[src/hsv_pkg.sv]
// Shared types, constants and the divider step for the RGB to HSV core.
// No dependencies.
package hsv_pkg;

  localparam int unsigned ChanW = 8;

  // Hue angles in degrees
  localparam logic [8:0]        HueSectorDeg  = 9'd60;
  localparam logic signed [7:0] HueSectorDegS = 8'(signed'(HueSectorDeg));
  localparam logic [8:0]        HueGreenBase  = 9'd120;
  localparam logic [8:0]        HueBlueBase   = 9'd240;
  localparam logic [8:0]        HueFullTurn   = 9'd360;
  localparam logic [7:0]        SatScale      = 8'd255;

  // Restoring divider: one quotient bit per step
  localparam int unsigned DivSteps         = ChanW;
  localparam int unsigned DivStepsPerStage = 2;
  localparam int unsigned DivStages        = DivSteps / DivStepsPerStage;

  // First field in the highest bits of tdata
  typedef struct packed {
    logic [ChanW-1:0] red;
    logic [ChanW-1:0] green;
    logic [ChanW-1:0] blue;
  } hsv_pix_t;

  typedef struct packed {
    logic [ChanW-1:0]  mx;
    logic [ChanW-1:0]  d;
    logic [8:0]        base;
    logic signed [8:0] diff;
  } hsv_s1_t;

  typedef struct packed {
    logic [ChanW-1:0] mx;
    logic [7:0]       sat_rem;
    logic [7:0]       sat_lo;
    logic [7:0]       sat_den;
    logic [7:0]       sat_q;
    logic [8:0]       hue_rem;
    logic [7:0]       hue_lo;
    logic [8:0]       hue_den;
    logic [7:0]       hue_q;
  } hsv_div_t;

  // One restoring step on both quotients; remainders stay below their divisors
  function automatic hsv_div_t hsv_div_step(hsv_div_t x);
    hsv_div_t   y;
    logic [8:0] sat_t;
    logic [9:0] hue_t;
    y      = x;
    sat_t  = {x.sat_rem, x.sat_lo[7]};
    hue_t  = {x.hue_rem, x.hue_lo[7]};
    y.sat_lo = {x.sat_lo[6:0], 1'b0};
    y.hue_lo = {x.hue_lo[6:0], 1'b0};
    if (sat_t >= {1'b0, x.sat_den}) begin
      y.sat_rem = 8'(sat_t - {1'b0, x.sat_den});
      y.sat_q   = {x.sat_q[6:0], 1'b1};
    end else begin
      y.sat_rem = sat_t[7:0];
      y.sat_q   = {x.sat_q[6:0], 1'b0};
    end
    if (hue_t >= {1'b0, x.hue_den}) begin
      y.hue_rem = 9'(hue_t - {1'b0, x.hue_den});
      y.hue_q   = {x.hue_q[6:0], 1'b1};
    end else begin
      y.hue_rem = hue_t[8:0];
      y.hue_q   = {x.hue_q[6:0], 1'b0};
    end
    return y;
  endfunction

endpackage

[src/hsv_minmax.sv]
// Stage 1: max, min, delta and hue sector selection of one pixel.
// Depends on hsv_pkg.
module hsv_minmax
  import hsv_pkg::*;
(
  input  logic     clk_i,
  input  logic     rst_ni,
  input  logic     en_i,
  input  logic     valid_i,
  input  hsv_pix_t pix_i,
  output logic     valid_o,
  output hsv_s1_t  data_o
);

  logic       valid_q;
  hsv_s1_t    data_d, data_q;
  logic [7:0] mx, mn;

  always_comb begin
    mx = (pix_i.red >= pix_i.green) ? pix_i.red : pix_i.green;
    mx = (mx >= pix_i.blue) ? mx : pix_i.blue;
    mn = (pix_i.red <= pix_i.green) ? pix_i.red : pix_i.green;
    mn = (mn <= pix_i.blue) ? mn : pix_i.blue;
    data_d.mx = mx;
    data_d.d  = mx - mn;
    // Ties: red first, then green, then blue
    if (mx == pix_i.red) begin
      data_d.diff = $signed({1'b0, pix_i.green}) - $signed({1'b0, pix_i.blue});
      data_d.base = data_d.diff[8] ? HueFullTurn : '0;
    end else if (mx == pix_i.green) begin
      data_d.diff = $signed({1'b0, pix_i.blue}) - $signed({1'b0, pix_i.red});
      data_d.base = HueGreenBase;
    end else begin
      data_d.diff = $signed({1'b0, pix_i.red}) - $signed({1'b0, pix_i.green});
      data_d.base = HueBlueBase;
    end
  end

  always_ff @(posedge clk_i or negedge rst_ni) begin
    if (!rst_ni) begin
      valid_q <= 1'b0;
    end else if (en_i) begin
      valid_q <= valid_i;
    end
  end

  always_ff @(posedge clk_i) begin
    if (en_i) begin
      data_q <= data_d;
    end
  end

  assign valid_o = valid_q;
  assign data_o  = data_q;

endmodule

[src/hsv_numer.sv]
// Stage 2: dividends and divisors for saturation and hue.
// Depends on hsv_pkg.
module hsv_numer
  import hsv_pkg::*;
(
  input  logic     clk_i,
  input  logic     rst_ni,
  input  logic     en_i,
  input  logic     valid_i,
  input  hsv_s1_t  data_i,
  output logic     valid_o,
  output hsv_div_t data_o
);

  logic               valid_q;
  hsv_div_t           data_d, data_q;
  logic [15:0]        sat_num;
  logic [16:0]        base_prod;
  logic signed [17:0] side_s;
  logic signed [17:0] num_s;
  logic [16:0]        hue_num;

  always_comb begin
    sat_num   = 16'(data_i.d) * 16'(SatScale);
    base_prod = 17'(data_i.base) * 17'(data_i.d);
    side_s    = 18'(data_i.diff) * 18'(HueSectorDegS);
    // Never negative: the base absorbs a negative red-sector angle
    num_s     = $signed({1'b0, base_prod}) + side_s;
    hue_num   = num_s[16:0];

    data_d.mx      = data_i.mx;
    // Quotients fit 8 bits, so the top bits already sit below the divisor
    data_d.sat_rem = sat_num[15:8];
    data_d.sat_lo  = sat_num[7:0];
    data_d.sat_den = (data_i.mx == '0) ? 8'd1 : data_i.mx;
    data_d.sat_q   = '0;
    data_d.hue_rem = hue_num[16:8];
    data_d.hue_lo  = hue_num[7:0];
    data_d.hue_den = (data_i.d == '0) ? 9'd1 : {data_i.d, 1'b0};
    data_d.hue_q   = '0;
  end

  always_ff @(posedge clk_i or negedge rst_ni) begin
    if (!rst_ni) begin
      valid_q <= 1'b0;
    end else if (en_i) begin
      valid_q <= valid_i;
    end
  end

  always_ff @(posedge clk_i) begin
    if (en_i) begin
      data_q <= data_d;
    end
  end

  assign valid_o = valid_q;
  assign data_o  = data_q;

endmodule

[src/hsv_divstage.sv]
// Divider pipeline stage: a few restoring steps on both quotients.
// Depends on hsv_pkg.
module hsv_divstage
  import hsv_pkg::*;
(
  input  logic     clk_i,
  input  logic     rst_ni,
  input  logic     en_i,
  input  logic     valid_i,
  input  hsv_div_t data_i,
  output logic     valid_o,
  output hsv_div_t data_o
);

  logic     valid_q;
  hsv_div_t data_d, data_q;

  always_comb begin
    data_d = data_i;
    for (int i = 0; i < DivStepsPerStage; i++) begin
      data_d = hsv_div_step(data_d);
    end
  end

  always_ff @(posedge clk_i or negedge rst_ni) begin
    if (!rst_ni) begin
      valid_q <= 1'b0;
    end else if (en_i) begin
      valid_q <= valid_i;
    end
  end

  always_ff @(posedge clk_i) begin
    if (en_i) begin
      data_q <= data_d;
    end
  end

  assign valid_o = valid_q;
  assign data_o  = data_q;

endmodule

[src/rgb_to_hsv_pixel_core.sv]
// RGB to HSV pixel core, hue in half degrees. Depends on hsv_pkg and the stage modules.
// Stages from input beat to output beat: min/max, dividends, 4 divider stages, each registered.
// Throughput: one pixel per cycle; the whole pipeline holds when the output stalls.
// Reset clears all stage valid bits; no clearing pass, ready as soon as reset is released.
module rgb_to_hsv_pixel_core
  import hsv_pkg::*;
(
  input  logic        clk_i,
  input  logic        rst_ni,
  input  logic        s_axis_tvalid,
  output logic        s_axis_tready,
  input  logic [23:0] s_axis_tdata,  // blue [7:0], green [15:8], red [23:16]
  output logic        m_axis_tvalid,
  input  logic        m_axis_tready,
  output logic [23:0] m_axis_tdata   // hue [7:0], saturation [15:8], brightness [23:16]
);

  logic     en;
  logic     s1_valid, s2_valid;
  hsv_s1_t  s1_data;
  logic     div_valid [DivStages+1];
  hsv_div_t div_data  [DivStages+1];

  // Global stall: advance when the output slot is empty or being taken
  assign en            = !m_axis_tvalid || m_axis_tready;
  assign s_axis_tready = en;

  hsv_minmax u_minmax (
    .clk_i   (clk_i),
    .rst_ni  (rst_ni),
    .en_i    (en),
    .valid_i (s_axis_tvalid),
    .pix_i   (hsv_pix_t'(s_axis_tdata)),
    .valid_o (s1_valid),
    .data_o  (s1_data)
  );

  hsv_numer u_numer (
    .clk_i   (clk_i),
    .rst_ni  (rst_ni),
    .en_i    (en),
    .valid_i (s1_valid),
    .data_i  (s1_data),
    .valid_o (s2_valid),
    .data_o  (div_data[0])
  );

  assign div_valid[0] = s2_valid;

  for (genvar g = 0; g < DivStages; g++) begin : g_div
    hsv_divstage u_divstage (
      .clk_i   (clk_i),
      .rst_ni  (rst_ni),
      .en_i    (en),
      .valid_i (div_valid[g]),
      .data_i  (div_data[g]),
      .valid_o (div_valid[g+1]),
      .data_o  (div_data[g+1])
    );
  end

  assign m_axis_tvalid = div_valid[DivStages];
  assign m_axis_tdata  = {div_data[DivStages].mx,
                          div_data[DivStages].sat_q,
                          div_data[DivStages].hue_q};

endmodule

[config.mk]
export PLATFORM = sky130hd
export DESIGN_NAME = rgb_to_hsv_pixel_core
export DESIGN_NICKNAME = d
export VERILOG_FILES = /design/src/hsv_pkg.sv /design/src/hsv_minmax.sv /design/src/hsv_numer.sv /design/src/hsv_divstage.sv /design/src/rgb_to_hsv_pixel_core.sv
export SDC_FILE = /design/constraint.sdc
export NUM_CORES = 1
export LEC_CHECK = 0
export ABC_AREA = 0
export BUFFER_PORTS_ARGS = -buffer_cell sky130_fd_sc_hd__buf_2
export CORE_MARGIN = 2
export CORE_UTILIZATION = 55
export DETAILED_ROUTE_END_ITERATION = 10
export HOLD_SLACK_MARGIN = 0.08
export PLACE_DENSITY_LB_ADDON = 0.3
export SYNTH_ARGS = -nofsm -noshare
export SYNTH_HDL_FRONTEND = slang
export SYNTH_SLANG_ARGS = --single-unit
[constraint.sdc]
create_clock -name clk_i -period 8.7 [get_ports clk_i]
set_clock_uncertainty 0.15 [all_clocks]
set_input_delay 1.74 -clock clk_i [delete_from_list [all_inputs] [get_ports clk_i]]
set_output_delay 1.74 -clock clk_i [all_outputs]
set_load 0.01 [all_outputs]
==> impl_metrics.ini <==
[status]
status = finished, final reports clean

[sta]
max_slew.worst_pin.slew_ns = 1.16
slew_headroom_pct = 22.3
hold_viol = 0
period_minus_slack_ns = 7.14
min_period_over_period_pct = 82.0
finalSetupViolCount = 0
rsz0062_at_grt = false
maxSlewViolCount = 0
fmax_mhz = 140
tns_ns = 0

[critical_path]
cp_max_fo = 3
end_kind = flop
cp_data_arrival_time_ns = 7.28
crit_type = reg -> reg
required_ns = 8.85
crit_path_start_kind = flop

[final_layout]
seq_area_um2 = 8500
fillers = 3249
drive_above_1_share_pct = 10.6
final_cell_area_um2 = 23900
syn_to_final_growth_pct = 7.80
multi_input_area_um2 = 12200
layout.nets = 2470

[cts]
cts_tree = yes
root_buffer = clkbuf_16
cts_max_level = 1
numCtsBuffers = 30
clkSinkCount = 284
postCtsResizedCells = 0
clk_path_buf_depth = 3
path_clk_slew_ns = 0.06
post_cts_buffers = 0
clk_latency_ns = 0.56
hold_buffers = 0

[synthesis]
syn_inst = 2022
synth_top_cell_by_area = edfxtp_1
synth_top_cell_area_share_pct = 37.7
synth.most_common_cell = inv_1
ys_seq_elements = 284
synth.distinct_cells = 65
synth_area_um2 = 22200
seq_area_frac_synth_pct = 38.4
syn_nets = 2423
synthTopCellsByArea = edfxtp_1 38%, ha_1 16%, fa_1 8.6%
synth-async-reset-ratio_pct = 2.11
avgSynthCellArea_um2 = 11.0
yosysWarnings = 0
synth_commonest_cells = 304 x inv_1, 278 x edfxtp_1, 278 x ha_1
synth_flop_cell = edfxtp_1
synth_edf_count = 278

[routing]
routed_wl_um = 41300
num_vias = 14130
drt_first_iter_violations = 652
wl_per_cell_um = 15.8
drt_first_pass_iters = 5
via_per_inst = 5.40
post-route-drc-count = 0
ant_nets = 0

[hold_path]
hold_path_class = reg -> reg

[placement]
gp_congestion = 0.938
placedInstanceArea_um2 = 22900
place_hpwl_um = 32900
portBuffers = 53

[grt]
grt_overflow_total = 0
grt_pass1_wl_um = 70000
grt_use_total_pct = 20.5
grt_max_degree = 181
grt_pass1_vias = 14861
antenna_found_initial = 2

[floorplan]
ios = 54
dieArea_um2 = 41900
placementRows = 73
die_h_um = 205
core_area_um2 = 39700
start_util_pct = 55.8
die_w_um = 205

[flow_run]
drv_cap = 0
cells in the final DEF, fill, tap and decap left out, types with 6 or more instances in the layout:
| cell | count |
|---|---|
| or2_2 | 10 |
| a21oi_1 | 102 |
| ha_1 | 278 |
| o21ai_0 | 100 |
| nor2b_1 | 45 |
| dfrtp_1 | 6 |
| o31ai_1 | 9 |
| nor3_1 | 26 |
| clkinv_1 | 6 |
| o21bai_1 | 12 |
| or3_1 | 8 |
| and3_1 | 7 |
| nand2b_1 | 19 |
| clkbuf_16 | 31 |
| buf_2 | 53 |
| fa_1 | 95 |
| xor2_1 | 43 |
| xnor2_1 | 105 |
| a21o_1 | 50 |
| a21boi_0 | 16 |
| inv_1 | 303 |
| nand4_1 | 30 |
| nand3_1 | 8 |
| nand2_1 | 96 |
| mux2i_1 | 41 |
| nor2_1 | 90 |
| and2_1 | 30 |
| o21a_1 | 13 |
| a21oi_2 | 6 |
| mux2_2 | 86 |
| edfxtp_1 | 278 |
stage by stage:
stage / setup WS (ns) / instances / hold WS [ns] / util (%)
floorplan: 1.52 / 2022 / 0.250 / -
global placement: 1.38 / 2562 / 0.250 / 57.6
detailed placement: 1.33 / 2562 / 0.255 / 57.6
CTS: 1.56 / 2617 / 0.265 / 60.1
global route: 1.16 / 2617 / 0.267 / 60.1
finish: 1.56 / 2618 / 0.262 / 60.1
worst paths after layout:
| path | cells after the start | start | end | slack [ns] |
|---|---|---|---|---|
| setup / recovery | 27 | u_minmax.data_o[2] | u_numer.data_o[33] | 1.56 |
| hold / removal | 0 | g_div[1].u_divstage.data_o[34] | g_div[2].u_divstage.data_o[36] | 0.26 |
| setup reg to reg | 27 | u_minmax.data_o[2] | u_numer.data_o[33] | 1.56 |
| hold reg to reg | 0 | g_div[1].u_divstage.data_o[34] | g_div[2].u_divstage.data_o[36] | 0.26 |
| max in group asynchronous | 1 | rst_ni | g_div[3].u_divstage.valid_o | 7.42 |
| min in group asynchronous | 1 | rst_ni | g_div[0].u_divstage.valid_o | 0.85 |
sequential cells by signal (all words and copies together), names as in the netlist:
signal and cells:
g_div.u_divstage.data_o 192, u_numer.data_o 56, u_minmax.data_o 30, g_div.u_divstage.valid_o 4, u_minmax.valid_o 1, u_numer.valid_o 1
final cells by class:
cell class | count | share of cell area [%]
multi-input cells | 1389 | 51.3
flip-flops and latches | 284 | 35.6
inverters | 305 | 4.81
clock buffers | 41 | 3.62
well taps | 525 | 2.75
repair buffers | 59 | 1.35
clock inverters | 14 | 0.603
diodes | 1 | 0.0105
routing by layer:
layer	track usage (%)	routed length, µm	vias up
met2	38.5	21400	175
met1	24.2	17500	6748
met3	2.72	1350	71
met5	0	16	-
li1	-	-	7134
met4	5.98	1070	2
critical path: stages (launching register included):
cell,delay (ns)
edfxtp_1,0.44
ha_1,0.33
xor2_1,0.16
ha_1,0.27
inv_1,0.05
fa_1,0.51
inv_1,0.05
ha_1,0.33
nor2b_1,0.15
o21ai_0,0.21
nand2_1,0.10
xnor2_1,0.19
fa_1,0.48
fa_1,0.53
inv_1,0.04
ha_1,0.27
inv_1,0.05
fa_1,0.52
inv_1,0.04
ha_1,0.32
nor2b_1,0.14
o21ai_0,0.21
a21boi_0,0.16
o21ai_0,0.25
a21oi_1,0.16
or4_1,0.47
and3_1,0.18
xnor2_1,0.12
logic make-up after synthesis:
kind of cell             count (synthesis)  share of synthesized area (%)
AND/OR/NAND/NOR                        376                           8.34
adder cells (fa/ha/maj)                373                           24.3
AO/OA/AOI/OAI                          364                           10.5
buffers and inverters                  349                           6.37
flip-flops                             284                           38.4
XOR/XNOR                               149                           5.92
multiplexers                           127                           6.22
Power is left out: the tool's default activity adds up to more than one toggle a clock period on the data nets, which glitch-free logic cannot reach.
